--- src/rtl/core/rtf_pkg.sv ---
// Shared constants, types and the colour palette of the RGB colour fade block.
`default_nettype none

package rtf_pkg;

    localparam int PaletteRows  = 14;
    localparam int PaletteSize  = 14;
    localparam int SmallDiff    = 20;
    localparam int SnapDist     = 13;
    // mag / 20 == (mag * 205) >> 12 for every 8-bit mag.
    localparam int RecipMul     = 205;
    localparam int RecipShift   = 12;

    // Per-channel update controls for one item.
    typedef struct packed {
        logic sel_upd;   // valid colour select taken this cycle
        logic first;     // no colour has been selected since reset
        logic tick;      // tick taken this cycle after the first select
    } t_chan_ctl;

    // Palette row as {red, green, blue}.
    function automatic logic [23:0] rtf_palette(input logic [3:0] idx);
        logic [23:0] rgb;
        case (idx)
            4'd0:    rgb = {8'd255, 8'd0,   8'd0};
            4'd1:    rgb = {8'd0,   8'd255, 8'd0};
            4'd2:    rgb = {8'd0,   8'd0,   8'd255};
            4'd3:    rgb = {8'd255, 8'd255, 8'd0};
            4'd4:    rgb = {8'd255, 8'd0,   8'd255};
            4'd5:    rgb = {8'd0,   8'd255, 8'd255};
            4'd6:    rgb = {8'd255, 8'd255, 8'd255};
            4'd7:    rgb = {8'd255, 8'd39,  8'd0};
            4'd8:    rgb = {8'd255, 8'd0,   8'd39};
            4'd9:    rgb = {8'd20,  8'd255, 8'd0};
            4'd10:   rgb = {8'd0,   8'd255, 8'd39};
            4'd11:   rgb = {8'd20,  8'd0,   8'd255};
            4'd12:   rgb = {8'd0,   8'd39,  8'd255};
            4'd13:   rgb = {8'd158, 8'd39,  8'd255};
            default: rgb = 24'd0;
        endcase
        return rgb;
    endfunction

endpackage

`default_nettype wire

--- src/rtl/core/rtf_chan.sv ---
// One colour channel: target, step and duty registers with their update logic.
`default_nettype none

module rtf_chan
    import rtf_pkg::*;
(
    input  wire logic       i_clk,
    input  wire logic       i_rst_n,
    input  wire t_chan_ctl  i_ctl,
    input  wire logic [7:0] i_new_target,
    output logic      [7:0] o_duty,
    output logic      [7:0] o_duty_next,
    output logic            o_settled_next
);

    logic        [7:0]  r_target, n_target;
    logic signed [4:0]  r_step,   n_step;
    logic        [7:0]  r_duty,   n_duty;

    logic signed [8:0]  w_diff;
    logic        [7:0]  w_mag;
    logic        [15:0] w_prod;
    logic        [4:0]  w_step_mag;
    logic signed [4:0]  w_new_step;
    logic        [7:0]  w_sum;
    logic        [7:0]  w_dist;
    logic               w_snap;

    // Step from the change of target; the divide by twenty is a reciprocal multiply.
    always_comb begin
        w_diff = $signed({1'b0, i_new_target}) - $signed({1'b0, r_target});
        w_mag  = w_diff[8] ? 8'(-w_diff) : w_diff[7:0];
        w_prod = w_mag * 8'(RecipMul);
        if (w_mag <= 8'(SmallDiff)) begin
            w_step_mag = 5'd1;
        end else begin
            w_step_mag = {1'b0, w_prod[RecipShift +: 4]} + 5'd1;
        end
        if (w_diff == 9'sd0) begin
            w_new_step = r_step;
        end else if (w_diff[8]) begin
            w_new_step = -$signed(w_step_mag);
        end else begin
            w_new_step = $signed(w_step_mag);
        end
    end

    // Tick: add the step with 8-bit wrap, then snap when close enough.
    always_comb begin
        w_sum  = r_duty + {{3{r_step[4]}}, r_step};
        w_dist = (w_sum >= r_target) ? (w_sum - r_target) : (r_target - w_sum);
        w_snap = (w_dist <= 8'(SnapDist));
    end

    always_comb begin
        n_target = r_target;
        n_step   = r_step;
        n_duty   = r_duty;
        if (i_ctl.sel_upd) begin
            n_target = i_new_target;
            if (i_ctl.first) begin
                n_duty = i_new_target;
            end else begin
                n_step = w_new_step;
            end
        end else if (i_ctl.tick && (r_duty != r_target)) begin
            n_duty = w_snap ? r_target : w_sum;
        end
    end

    always_ff @(posedge i_clk) begin
        if (!i_rst_n) begin
            r_target <= 8'd0;
            r_step   <= 5'sd0;
            r_duty   <= 8'd0;
        end else begin
            r_target <= n_target;
            r_step   <= n_step;
            r_duty   <= n_duty;
        end
    end

    assign o_duty         = r_duty;
    assign o_duty_next    = n_duty;
    assign o_settled_next = (n_duty == n_target);

endmodule

`default_nettype wire

--- src/rtl/core/rgb_tick_color_fade_core.sv ---
// Top level of the RGB colour fade block: input register, channel updates, result register.
`default_nettype none

// Fades three 8-bit PWM duties toward palette colours. Each accepted item (a tick or a
// colour select) yields exactly one result carrying the duties after that item and a
// settled flag. An item passes an input register and then the per-channel update logic
// into the result register. One item is taken every cycle unless the downstream stall
// holds the flow; that stall is the only limit on rate, and the input register absorbs
// it for one item. Selects with an index outside the palette leave the state unchanged.
module rgb_tick_color_fade_core
    import rtf_pkg::*;
#(
    parameter int PALETTE_SIZE = PaletteSize
) (
    input  wire logic       i_clk,
    input  wire logic       i_rst_n,
    input  wire logic       i_valid,
    output logic            o_stall,
    input  wire logic       i_opcode,
    input  wire logic [3:0] i_color_index,
    output logic            o_valid,
    input  wire logic       i_stall,
    output logic      [7:0] o_duty_red,
    output logic      [7:0] o_duty_green,
    output logic      [7:0] o_duty_blue,
    output logic            o_settled
);

    logic       r_in_valid;
    logic       r_op;
    logic [3:0] r_idx;
    logic       r_started, n_started;
    logic       r_out_valid;

    logic        w_adv;
    logic        w_fire;
    logic        w_sel_ok;
    logic [23:0] w_rgb;
    t_chan_ctl   w_ctl;

    logic [7:0] w_duty_r, w_duty_g, w_duty_b;
    logic [7:0] w_next_r, w_next_g, w_next_b;
    logic       w_set_r, w_set_g, w_set_b;

    // The result register frees up when it is empty or being taken.
    assign w_adv   = !r_out_valid || !i_stall;
    assign w_fire  = r_in_valid && w_adv;
    assign o_stall = r_in_valid && !w_adv;

    always_ff @(posedge i_clk) begin
        if (!i_rst_n) begin
            r_in_valid <= 1'b0;
        end else if (!o_stall) begin
            r_in_valid <= i_valid;
        end
    end

    always_ff @(posedge i_clk) begin
        if (!o_stall && i_valid) begin
            r_op  <= i_opcode;
            r_idx <= i_color_index;
        end
    end

    assign w_rgb    = rtf_palette(r_idx);
    assign w_sel_ok = r_op && (32'(r_idx) < PALETTE_SIZE) && (32'(r_idx) < PaletteRows);

    always_comb begin
        w_ctl.sel_upd = w_fire && w_sel_ok;
        w_ctl.first   = !r_started;
        w_ctl.tick    = w_fire && !r_op && r_started;
        n_started     = r_started || w_ctl.sel_upd;
    end

    always_ff @(posedge i_clk) begin
        if (!i_rst_n) begin
            r_started <= 1'b0;
        end else begin
            r_started <= n_started;
        end
    end

    rtf_chan u_chan_red (
        .i_clk          (i_clk),
        .i_rst_n        (i_rst_n),
        .i_ctl          (w_ctl),
        .i_new_target   (w_rgb[23:16]),
        .o_duty         (w_duty_r),
        .o_duty_next    (w_next_r),
        .o_settled_next (w_set_r)
    );

    rtf_chan u_chan_green (
        .i_clk          (i_clk),
        .i_rst_n        (i_rst_n),
        .i_ctl          (w_ctl),
        .i_new_target   (w_rgb[15:8]),
        .o_duty         (w_duty_g),
        .o_duty_next    (w_next_g),
        .o_settled_next (w_set_g)
    );

    rtf_chan u_chan_blue (
        .i_clk          (i_clk),
        .i_rst_n        (i_rst_n),
        .i_ctl          (w_ctl),
        .i_new_target   (w_rgb[7:0]),
        .o_duty         (w_duty_b),
        .o_duty_next    (w_next_b),
        .o_settled_next (w_set_b)
    );

    always_ff @(posedge i_clk) begin
        if (!i_rst_n) begin
            r_out_valid <= 1'b0;
        end else if (w_adv) begin
            r_out_valid <= r_in_valid;
        end
    end

    always_ff @(posedge i_clk) begin
        if (w_fire) begin
            o_duty_red   <= w_next_r;
            o_duty_green <= w_next_g;
            o_duty_blue  <= w_next_b;
            o_settled    <= w_set_r && w_set_g && w_set_b;
        end
    end

    assign o_valid = r_out_valid;

    a_stall_needs_item: assert property (@(posedge i_clk) disable iff (!i_rst_n)
        o_stall |-> (r_in_valid && r_out_valid))
        else $error("input stalled without a held item and a blocked result");

    a_item_moves_on: assert property (@(posedge i_clk) disable iff (!i_rst_n)
        (r_in_valid && !r_out_valid) |=> r_out_valid)
        else $error("held item did not reach the free result register");

    a_idle_before_start: assert property (@(posedge i_clk) disable iff (!i_rst_n)
        !r_started |-> (w_duty_r == 8'd0 && w_duty_g == 8'd0 && w_duty_b == 8'd0))
        else $error("duty moved before the first colour select");

    a_started_sticks: assert property (@(posedge i_clk) disable iff (!i_rst_n)
        r_started |=> r_started)
        else $error("started flag cleared outside reset");

endmodule

`default_nettype wire
--- config.mk ---
export PLATFORM = sky130hd
export DESIGN_NAME = rgb_tick_color_fade_core
export DESIGN_NICKNAME = d
export VERILOG_FILES = /design/src/rtl/core/rtf_pkg.sv /design/src/rtl/core/rtf_chan.sv /design/src/rtl/core/rgb_tick_color_fade_core.sv
export SDC_FILE = /design/constraint.sdc
export NUM_CORES = 1
export LEC_CHECK = 0
export ABC_AREA = 0
export BUFFER_PORTS_ARGS = -buffer_cell sky130_fd_sc_hd__buf_4
export CAP_MARGIN = 20
export CORE_MARGIN = 2
export CORE_UTILIZATION = 40
export CTS_BUF_LIST = sky130_fd_sc_hd__clkbuf_8
export CTS_CLUSTER_DIAMETER = 200
export CTS_CLUSTER_SIZE = 28
export DETAILED_ROUTE_END_ITERATION = 6
export SETUP_SLACK_MARGIN = 0.02
export SKIP_LAST_GASP = 1
export SLEW_MARGIN = 30
export SYNTH_ARGS = -nofsm -noshare
export SYNTH_HDL_FRONTEND = slang
export SYNTH_SLANG_ARGS = --single-unit
--- constraint.sdc ---
create_clock -name i_clk -period 14 [get_ports i_clk]
set_clock_uncertainty 0.05 [all_clocks]
set_input_delay 2.1 -clock i_clk [delete_from_list [all_inputs] [get_ports i_clk]]
set_output_delay 2.1 -clock i_clk [all_outputs]
set_load 0.005 [all_outputs]
# After elaboration in Yosys (flattened, before gate mapping)
# Memory sizes are Yosys's and may differ from the RTL's. A register that Yosys moved wholly into a read port is not among the register bits.
# Cells that the tools add are included.
dict set report op_classes {
  bitwise_logic 3
  div_mod_pow 0
  multipliers 3
  n_mux 28
  addsub 21
  shifts 0
  magnitude_cmp 10
  n_reduce_logical 26
  eq_ne 6
}
# cell count
set ops {}
lappend ops {{two-way mux 8 bit} 21}
lappend ops {{multiplier 8 x 8 -> 16 bit, second input constant} 3}
lappend ops {{subtractor 8 bit} 6}
lappend ops {{two-way mux 5 bit} 6}
lappend ops {{logical NOT 9 bit} 3}
lappend ops {{subtractor 8 x 8 -> 9 bit} 3}
lappend ops {{adder 8 bit} 3}
lappend ops {{equality test 8 bit} 3}
lappend ops {{>= comparator 8 bit} 3}
lappend ops {{less-or-equal comparator 8 x 4 -> 1 bit, second input constant} 3}
lappend ops {{less-or-equal comparator 8 x 5 -> 1 bit, second input constant} 3}
lappend ops {{!= test 8 bit} 3}
lappend ops {{negator 8 bit} 3}
lappend ops {{adder 4 x 1 -> 5 bit, second input constant} 3}
lappend ops {{negator 5 bit} 3}
lappend ops {{logical AND 1 bit} 13}
lappend ops {{AND reduction 3 bit} 3}
lappend ops {{logical NOT 1 bit} 5}
lappend ops {{< comparator 4 bit, second input constant} 1}
lappend ops {{two-way mux 4 bit} 1}
lappend ops {{NOT 1 bit} 3}
lappend ops {{logical OR 1 bit} 2}
dict set report totals {
  ram_bits 0
  mem_bits_ro 384
  word_cells 116
  latch_bits 0
  regBits 96
  output_inout_bits 27
  input_bits 9
  n_memories 1
}
# name words word_bits rd rd_ports_with_merged_regs wr line_no
set mem_list {}
lappend mem_list {{(name not given)} 16 24 1 1 0 rtf_pkg.sv:24} ;# case (idx)

# Depth between registers and ports, before layout
# Gate-level depths: netlist of the first run.
dict set report depth {
  word_depth 11
  ltp_mapped 34
  depth_no_buf 33
}

# Cells and area by module
# Synthesis of the first run repeated with hierarchy kept, for this count alone.
dict set report unflattened {
  hier_cells 1775
  area_unflattened_um2 15048.2
}
# mod seq_area_each_um2 area_each_um2 instances cells_each
set modules_own_cells {}
lappend modules_own_cells {{rtf_chan at u_chan_blue} 420.4 4654.5 1 592}
lappend modules_own_cells {{rtf_chan at u_chan_green} 420.4 4424.2 1 537}
lappend modules_own_cells {{rtf_chan at u_chan_red} 420.4 4418.0 1 547}
lappend modules_own_cells {rgb_tick_color_fade_core 1101.1 1551.5 1 99}

# Worst setup path after synthesis of the first run
# No wires, ideal clock.
dict set report synth_path {
  path_kind {register to register}
  from {register, netlist name w_rgb[13]}
  to {register u_chan_green.r_step[2]}
  path_stages_with_launch 34
  period_less_slack_ps 7179
  t_arrival_ps 7043
  setup_slack_ps 6821
  required_time_ps 13864
  path_buffers 1
  setup_time_ps 86
  path_cell_list {dfxtp_1 clkbuf_1 inv_1 ha_1 fa_1 nor2b_1 o31a_1 o31ai_1 a21oi_1 a31oi_1 xor2_1 ha_1 inv_1 fa_1 inv_1 fa_1 inv_1 fa_1 inv_1 ha_1 a21o_1 a21o_1 a21o_1 a21oi_1 o31a_1 a31o_2 xor2_1 inv_1 ha_1 nand2b_1 ha_1 nor2_1 xor2_1 a211oi_1}
}
dict set report synth_between {
  elab_chain_len 8
  elab_cells_between_ends 12
  cone_classes {add/sub: 4; mul: 1; order compare: 1; mux: 3; bitwise: 1; reduce/logical: 2}
}
# element line_no
set synth_rtl {}
lappend synth_rtl {{subtractor 8 x 8 -> 9 bit (*)} rtf_chan.sv:31} ;# w_diff = $signed({1'b0, i_new_target}) - $signed({1'b0, r_target});
lappend synth_rtl {{negator 8 bit} rtf_chan.sv:32} ;# w_mag = w_diff[8] ? 8'(-w_diff) : w_diff[7:0];
lappend synth_rtl {{two-way mux 8 bit} rtf_chan.sv:32}
lappend synth_rtl {{multiplier 8 x 8 -> 16 bit} rtf_chan.sv:33} ;# w_prod = w_mag * 8'(RecipMul);
lappend synth_rtl {{adder 4 x 1 -> 5 bit} rtf_chan.sv:37} ;# w_step_mag = {1'b0, w_prod[RecipShift +: 4]} + 5'd1;
lappend synth_rtl {{two-way mux 5 bit} rtf_chan.sv:34} ;# if (w_mag <= 8'(SmallDiff)) begin
lappend synth_rtl {{negator 5 bit} rtf_chan.sv:42} ;# w_new_step = -$signed(w_step_mag);
lappend synth_rtl {{two-way mux 5 bit} rtf_chan.sv:41} ;# end else if (w_diff[8]) begin
lappend synth_rtl {{to (signal assigned)} rtf_chan.sv:78} ;# r_step <= n_step;
lappend synth_rtl {{to (decl)} rtf_chan.sv:17} ;# logic signed [4:0] r_step, n_step;
# Every way passes the cells marked *; elsewhere a longest branch is shown, timed or not.
# A chain may end at the register's enable or synchronous reset.

# Worst setup path after layout of the first run
dict set report layout_path {
  from {register, netlist name w_rgb[13]}
  to {register u_chan_green.r_step[2]}
}
dict set report layout_between {
  elab_chain_len 8
  elab_cells_between_ends 12
  cone_classes {add/sub: 4; mul: 1; order compare: 1; mux: 3; bitwise: 1; reduce/logical: 2}
}
# element line_no
set layout_rtl {}
lappend layout_rtl {{subtractor 8 x 8 -> 9 bit (*)} rtf_chan.sv:31}
lappend layout_rtl {{negator 8 bit} rtf_chan.sv:32}
lappend layout_rtl {{two-way mux 8 bit} rtf_chan.sv:32}
lappend layout_rtl {{multiplier 8 x 8 -> 16 bit} rtf_chan.sv:33}
lappend layout_rtl {{adder 4 x 1 -> 5 bit} rtf_chan.sv:37}
lappend layout_rtl {{two-way mux 5 bit} rtf_chan.sv:34}
lappend layout_rtl {{negator 5 bit} rtf_chan.sv:42}
lappend layout_rtl {{two-way mux 5 bit} rtf_chan.sv:41}
# Marked as above.

==> results.yml, run 1 <==
outcome:
  status: "completed"
synth:
  synth_warnings: 0
  syn_nets: 2025
  synth_edf_count: 30
  synth.top_cell.area_share: 0.220
  yosysMostFrequentCell: "ha_1"
  ys_async_sr_fraction: 0
  synth_top_area_cell: "ha_1"
  synth_seq_area_share: 0.167
  synthFlopType: "dfxtp_1"
  synth_commonest_cells: "ha_1 (249), inv_1 (188), a21oi_1 (130)"
  syn-cell-area_um2: 14200
  syn_inst: 1728
  ys_seq_elements: 103
  ys_top_cells_by_area: "ha_1 (22%), dfxtp_1 (10%), edfxtp_1 (6.4%)"
  ys_types: 86
  avgSynthCellArea_um2: 8.19
floorplan:
  num_rows: 68
  core_area_um2: 34700
  io_pins: 36
  die_y_um: 192
  die-area_um2: 36900
  initial_core_util: 0.408
  dieWidth_um: 192
placed_design:
  place_area_um2: 14900
  io_buffers: 35
  gp_congestion: 0.878
  dp_hpwl_um: 29400
clocking:
  cts_tree: "done"
  cts_num_sinks: 103
  h-tree-depth: 3
  numCtsBuffers: 9
  post_cts_resize_count: 0
  clk_pin_slew_worst_paths_ns: 0.12
  ctsHoldBuffers: 0
  cts_setup_buffers: 0
  cts-root-buf: "clkbuf_8"
  clock_path_buffers: 2
  clock_latency_ns: 0.41
sta:
  fin_setup_tns_ns: 0
  period_share: 0.568
  finalHoldViolCount: 0
  fmax_mhz: 126
  slew_headroom: 0.352
  finalSetupViolations: 0
  fin_crit_ns: 7.95
  hold_ws_ns: 0.468
  rsz0062_at_grt: "no"
  drv_slew: 0
  worstMarginPinSlew_ns: 0.968
global_routing:
  grt_use_total: 0.199
  grt-ovfl-total: 0
  grt_pass1_wl_um: 59700
  grt_max_degree: 39
  first_global_vias: 11800
  antenna_found_initial: 0
detailed_routing:
  routed_wl_um: 36400
  dr_total_vias: 12400
  top_layer: "met4"
  routed-wl-met3_um: 1210
  drcViolationCount: 0
  ant_nets: 0
  wl_met2_um: 17400
  m1WireLength_um: 17200
  drtIter0Drc: 816
  dr.pass1.iters: 7
  vias_per_cell: 5.64
  wl_per_cell_um: 16.6
worst_setup_path:
  cp.required_ns: 14.26
  endpoint_kind: "flop"
  cp_max_fo: 12
  crit_path_start_kind: "flop"
  crit_top_cell: "inv_1"
  critPathArrivalTime_ns: 8.22
  cp_slowest_stage_delay_ns: 0.63
  path_class: "reg2reg"
  cp_slowest_cell: "dfxtp_1"
worst_hold_path:
  hold_class: "reg2reg"
cells_and_area:
  drive_above_1_share: 0.0592
  synthToLayoutAreaGrowth_pct: 6.62
  register_area_um2: 2360
  multi_input_area_um2: 10900
  final_core_util: 0.435
  final_area_um2: 15100
  nNetsFinal: 2033
  fill_cells: 3468
  diodes: 0
run:
  drv_cap: 0
stage by stage:
| stage | instances | setup WS [ns] |
|---|---|---|
| after global routing | 2196 | 5.49 |
| after CTS | 2196 | 6.07 |
| final | 2196 | 6.05 |
| after floorplan | 1728 | 6.82 |
| after global placement | 2179 | 6.38 |
| after detailed placement | 2180 | 6.13 |
flip-flops by register name, summed over array words and instances (netlist names), 4 cells and up:
name / cells
u_chan_red.r_step: 5
o_duty_red: 8
u_chan_blue.r_target: 8
u_chan_green.r_step: 5
o_duty_blue: 8
o_duty_green: 8
u_chan_green.o_duty: 8
w_rgb: 7
r_idx: 4
u_chan_blue.o_duty: 8
u_chan_red.o_duty: 8
u_chan_blue.r_step: 5
u_chan_green.r_target: 8
u_chan_red.r_target: 8
worst max-delay path, delay by kind of cell, from the launching register on:
kind | cells | cell delay, ns
adder cells (fa/ha/maj) | 9 | 3.24
AO/OA/AOI/OAI | 11 | 2.29
XOR/XNOR | 3 | 0.84
flip-flops | 1 | 0.63
buffers and inverters | 6 | 0.44
AND/OR/NAND/NOR | 3 | 0.37
final timing paths:
path	from	to	slack [ns]	cells past startpoint
worst max-delay path	w_rgb[13]	u_chan_green.r_step[2]	6.05	32
worst min-delay path	u_chan_red.r_target[7]	u_chan_red.r_target[7]	0.47	2
worst min register to register	u_chan_red.r_target[7]	u_chan_red.r_target[7]	0.47	2
worst max register to register	w_rgb[13]	u_chan_green.r_step[2]	6.05	32
cells by family after synthesis:
group                      after synthesis  share of synthesized area
DFF                                    103                      0.167
adders and majority gates              288                      0.275
buffers and inverters                  236                     0.0641
xor gates and xnor gates               120                     0.0785
muxes                                   30                     0.0228
and+or+nand+nor                        486                      0.175
AOI/OAI and AO/OA                      465                      0.218
metal layers:
metal,global-route usage,up-vias
met3,0.0159,43
met2,0.346,264
li1,-,6198
met4,0.0446,0
met5,0,-
met1,0.269,5888
final cells by class:
type	instances	area share
well taps	455	0.0377
repair buffers	43	0.0227
flip-flops and latches	103	0.156
multi-input cells	1389	0.722
clock buffers	9	0.00820
clock inverters	7	0.00539
inverters	190	0.0472
cells in the final DEF (no fill, tap or decap), types with 16 or more instances in the layout:
cell type / instances
xor2_1: 46
a21o_1: 43
mux2i_1: 23
dfxtp_1: 73
a211oi_1: 20
nand4_1: 16
ha_1: 249
nand2_1: 109
and3_1: 16
nor2_1: 121
o22ai_1: 18
o21a_1: 21
or3_1: 17
o21ai_0: 74
edfxtp_1: 30
a21oi_1: 130
and2_1: 37
nor2b_1: 24
xnor2_1: 68
buf_4: 42
nand2b_1: 21
nor3_1: 32
inv_1: 188
fa_1: 39
o211ai_1: 18
nand3_1: 41
a31oi_1: 22
Power of run 1 is not shown: default switching activity piles up to over one toggle a cycle in this logic, so the estimate is an artifact.
==> inputs of run 2 (changes only) <==
- clock period: 14 -> 7.6 ns (I/O delays scaled with it)
==> run 2 against run 1 <==
Critical path depth decreased by 2; worst hold slack improved by 0.0015 ns; flip-flop and latch count unchanged; largest cell class unchanged; wire length increased by 2.7%; clock-buffer cell count unchanged; final area increased by 1.5%; register-to-register slack got worse by 5.7 ns; highest routed layer unchanged; first-iteration DRC count increased by 20%; fmax increased by 9.8%.
==> results.yml, run 2 (synthesis results as in run 1) <==
detailed_routing:
  dr_total_vias: 12500
  dr.pass1.iters: 5
  vias_per_cell: 5.64
  routed_wl_um: 37400
  wl_per_cell_um: 16.9
  ant_nets: 0
  drtIter0Drc: 983
  drcViolationCount: 0
sta:
  fin_crit_ns: 7.24
  fin_ws_ns: 0.356
  worstMarginPinSlew_ns: 0.950
  drv_slew: 0
  rsz0062_at_grt: "yes"
  period_share: 0.953
  slew_headroom: 0.364
  fmax_mhz: 138
  finalSetupViolations: 0
  finalHoldViolCount: 0
global_routing:
  grt-ovfl-total: 0
  busiest_layer: "met2"
  first_global_vias: 11900
  antenna_found_initial: 0
  grt_use_total: 0.204
  gr-usage-met3: 0.0161
  met2_usage: 0.347
  grt_util_met1: 0.281
  grt_pass1_wl_um: 60900
  grt_max_degree: 39
worst_hold_path:
  holdPathEnd: "o_valid"
  hold_class: "reg2reg"
  min_from: "r_in_valid"
  hold_depth: 2
floorplan:
  die-area_um2: 36900
  die_y_um: 192
  core_area_um2: 34700
  dieWidth_um: 192
  initial_core_util: 0.408
  io_pins: 36
  num_rows: 68
clocking:
  clk_pin_slew_worst_paths_ns: 0.12
  numCtsBuffers: 9
  h-tree-depth: 3
  cts_num_sinks: 103
  ctsHoldBuffers: 0
  cts_tree: "done"
  clock_path_buffers: 2
  clock_latency_ns: 0.40
  cts-root-buf: "clkbuf_8"
cells_and_area:
  fin_cells: 2220
  drive_above_1_share: 0.0810
  layout_common_cells: "ha_1 (248), inv_1 (188), a21oi_1 (128)"
  diodes: 0
  nNetsFinal: 2057
  mostFrequentLayoutCell: "ha_1"
  synthToLayoutAreaGrowth_pct: 8.26
  fill_cells: 3528
worst_setup_path:
  endpoint_kind: "flop"
  crit_path_start_kind: "flop"
  r2r_setup_slack_ns: 0.36
  rr_startpoint: "u_chan_red.r_target[1]"
  r2r_cells: 30
  crit_top_cell: "inv_1"
  cp_num_buf_inv: 7
  reg2reg_to: "u_chan_red.r_step[4]"
  path_delay_family: "adder cells"
  cp_slowest_cell: "fa_1"
  path_class: "reg2reg"
  cp_slowest_stage_delay_ns: 0.53
  critPathArrivalTime_ns: 7.49
  cp.required_ns: 7.85
  cp_max_fo: 6
run:
  drv_cap: 0
placed_design:
  pre_cts_slack_ns: 0.212
  gp_congestion: 0.933
  dp_hpwl_um: 30400
  io_buffers: 35
  dp_cells: 2202
outcome:
  status: "completed"
## run 2: worst register-to-register path: cells and delay by family (launching register included)
kind	cells	cell delay [ns]
AO/OA/AOI/OAI	9	1.96
XOR/XNOR	3	0.78
adder cells (fa/ha/maj)	7	2.58
buffers and inverters	7	0.50
flip-flops	1	0.35
AND/OR/NAND/NOR	4	0.92
## run 2: what timing repair did
item | in CTS | in global routing
setup endpoints to repair | 0 | 11
gates resized for setup | 0 | 18
buffers inserted | 0 | 2
endpoints found under the hold margin | 0 | 0
## run 2: layer usage
| layer | vias up | routed length (um) |
|---|---|---|
| met4 | 0 | 578 |
| met2 | 248 | 17900 |
| li1 | 6243 | - |
| met3 | 40 | 1210 |
| met1 | 5982 | 17800 |
| met5 | - | 0 |
## run 2: worst max-delay path by stage
| stage | cells past startpoint | end | start | slack (ns) |
|---|---|---|---|---|
| floorplan | 33 | u_chan_green.r_step[2] | w_rgb[13] | 0.42 |
| detailed placement | 30 | u_chan_red.r_step[4] | w_rgb[19] | 0.21 |
| CTS | 30 | u_chan_red.r_step[4] | w_rgb[19] | 0.14 |
| finish | 30 | u_chan_red.r_step[4] | u_chan_red.r_target[1] | 0.36 |
| global route | 30 | u_chan_blue.r_step[4] | w_rgb[5] | -0.02 |
| global placement | 29 | u_chan_red.r_step[4] | w_rgb[19] | 0.35 |
## run 2: final cells by class
class | instances | area (um2) | share of cell area
Tap cell | 455 | 569 | 0.0371
Clock inverter | 7 | 87.6 | 0.00571
Timing Repair Buffer | 67 | 503 | 0.0328
Sequential cell | 103 | 2370 | 0.155
Multi-Input combinational cell | 1389 | 11000 | 0.715
Inverter | 190 | 713 | 0.0465
Clock buffer | 9 | 124 | 0.00808
## run 2: per-stage QoR
| step | hold WS, ns | TNS, ns | instance area (um2) | util |
|---|---|---|---|---|
| 6_report | 0.470 | 0 | 15300 | 0.442 |
| 2_1_floorplan | 0.394 | 0 | 14200 | - |
| 4_1_cts | 0.473 | 0 | 15200 | 0.439 |
| 3_5_place_dp | 0.445 | 0 | 15000 | 0.433 |
| 3_3_place_gp | 0.434 | 0 | 15000 | 0.433 |
| 5_1_grt | 0.489 | -0.0164 | 15300 | 0.442 |
Power of run 2 is left out for the same reason.
==> inputs of run 3 (changes only) <==
- ABC_AREA: 0 -> 1
- BUFFER_PORTS_ARGS: -buffer_cell sky130_fd_sc_hd__buf_4 -> -buffer_cell sky130_fd_sc_hd__buf_2
- HOLD_SLACK_MARGIN: unset -> 0.12
==> run 3 against run 2 <==
Flip-flop and latch count unchanged; critical path depth is 10 higher; global-route usage fell by 0.72 points; critical endpoint is now u_chan_blue.r_step[4]; first-iteration DRC count decreased by 16%; largest cell class unchanged; via count up 11%; synthesized cell count rose by 34%.
==> results.yml, run 3 <==
clocking:
  ctsHoldBuffers: 0
  clock_latency_ns: 0.39
  clock_path_buffers: 2
  h-tree-depth: 3
  clk_pin_slew_worst_paths_ns: 0.10
  numCtsBuffers: 9
  cts_num_sinks: 103
  cts_tree: "done"
  cts_setup_buffers: 0
  cts-root-buf: "clkbuf_8"
  post_cts_resize_count: 0
floorplan:
  die_y_um: 197
  num_rows: 70
  initial_core_util: 0.406
  dieWidth_um: 197
  core_area_um2: 36600
  die-area_um2: 38800
  io_pins: 36
synth:
  ys_seq_elements: 103
  synth_edf_count: 30
  yosysMostFrequentCell: "nand2_1"
  synth_top_area_cell: "ha_1"
  synth.top_cell.area_share: 0.209
  synth_warnings: 0
  syn_nets: 2605
  avgSynthCellArea_um2: 6.45
  syn-cell-area_um2: 14900
  synth_commonest_cells: "nand2_1 (662), inv_1 (439), ha_1 (249)"
  synth_seq_area_share: 0.159
  synthFlopType: "dfxtp_1"
  syn_inst: 2308
  ys_types: 48
  ys_top_cells_by_area: "ha_1 (21%), nand2_1 (17%), inv_1 (11%)"
  ys_async_sr_fraction: 0
run:
  drv_cap: 0
detailed_routing:
  dr_total_vias: 13900
  dr.pass1.iters: 5
  drtIter0Drc: 824
  ant_nets: 0
  vias_per_cell: 4.95
  routed_wl_um: 37300
  wl_per_cell_um: 13.3
  drcViolationCount: 0
sta:
  fmax_mhz: 146
  finalHoldViolCount: 0
  fin_setup_tns_ns: 0
  slew_headroom: 0.421
  worstMarginPinSlew_ns: 0.860
  finalSetupViolations: 0
  drv_slew: 0
  fin_crit_ns: 6.87
  rsz0062_at_grt: "no"
  period_share: 0.904
placed_design:
  gp_congestion: 0.906
  io_buffers: 35
  dp_hpwl_um: 31400
worst_setup_path:
  endpoint_kind: "flop"
  cp_slowest_cell: "fa_1"
  critPathArrivalTime_ns: 7.15
  r2r_setup_slack_ns: 0.73
  path_class: "reg2reg"
  crit_top_cell: "inv_1"
  cp_max_fo: 16
  cp_slowest_stage_delay_ns: 0.54
  crit_path_start_kind: "flop"
  cp.required_ns: 7.88
global_routing:
  grt-ovfl-total: 0
  grt_max_degree: 63
  grt_pass1_wl_um: 63400
  antenna_found_initial: 0
  first_global_vias: 13200
  grt_use_total: 0.197
cells_and_area:
  mostFrequentLayoutCell: "nand2_1"
  nNetsFinal: 2628
  synthToLayoutAreaGrowth_pct: 5.78
  drive_above_1_share: 0.0514
  diodes: 0
  layout_common_cells: "nand2_1 (662), inv_1 (439), ha_1 (249)"
outcome:
  status: "completed"
worst_hold_path:
  hold_class: "reg2reg"
[run 3: changes by cell type after synthesis, sizes merged, moves of 24 or more]
cell	before	now
nand2	109	676
inv	188	459
nand3	41	198
xnor2	69	22
a21o	43	10
and2	37	4
nor2	123	155
o21ai	78	49
mux2i	25	0
nor2b	24	0
[run 3: cell families after synthesis]
| kind of cell | after synthesis | share of synthesized area |
|---|---|---|
| flip-flops | 103 | 0.159 |
| buffers and inverters | 489 | 0.125 |
| AND/OR/NAND/NOR | 1108 | 0.317 |
| AO/OA/AOI/OAI | 236 | 0.0874 |
| XOR/XNOR | 84 | 0.0499 |
| adder cells (fa/ha/maj) | 288 | 0.262 |
[run 3: worst max-delay path: cells and delay by family, from the launching register on]
family | cells | cell delay (ns)
xor gates and xnor gates | 1 | 0.20
AOI/OAI and AO/OA | 2 | 0.34
DFF | 1 | 0.44
and+or+nand+nor | 16 | 1.58
adders and majority gates | 9 | 3.30
buffers and inverters | 12 | 0.91
[run 3: path summary, 6_finish.rpt]
path	start	end	cells after the start
setup / recovery	w_rgb[5]	u_chan_blue.r_step[4]	40
hold / removal	r_in_valid	o_valid	2
setup reg to reg	w_rgb[5]	u_chan_blue.r_step[4]	40
hold reg to reg	r_in_valid	o_valid	2
[run 3: metrics by stage]
step | util | cell area (um2) | worst slack [ns] | std cells | hold WS [ns]
floorplan | - | 14900 | 1.36 | 2308 | 0.401
global placement | 0.425 | 15500 | 0.818 | 2788 | 0.411
detailed placement | 0.425 | 15500 | 0.688 | 2788 | 0.416
CTS | 0.430 | 15700 | 0.679 | 2804 | 0.433
global route | 0.430 | 15700 | 0.0464 | 2804 | 0.483
finish | 0.430 | 15700 | 0.730 | 2804 | 0.432
[run 3: routing by layer]
metal	track usage	routed length, um	part of all wire
met5	0	0	0
met4	0.0384	484	0.013
met3	0.0166	1010	0.027
met2	0.340	17200	0.46
met1	0.268	18700	0.50
[run 3: layout make-up]
class | instances | area, um2
repair buffers | 39 | 205
multi-input cells | 1716 | 10700
inverters | 462 | 1740
fillers | 3903 | 20900
well taps | 468 | 586
clock inverters | 7 | 70.1
clock buffers | 9 | 124
flip-flops and latches | 103 | 2360
Power of run 3 is left out for the same reason.
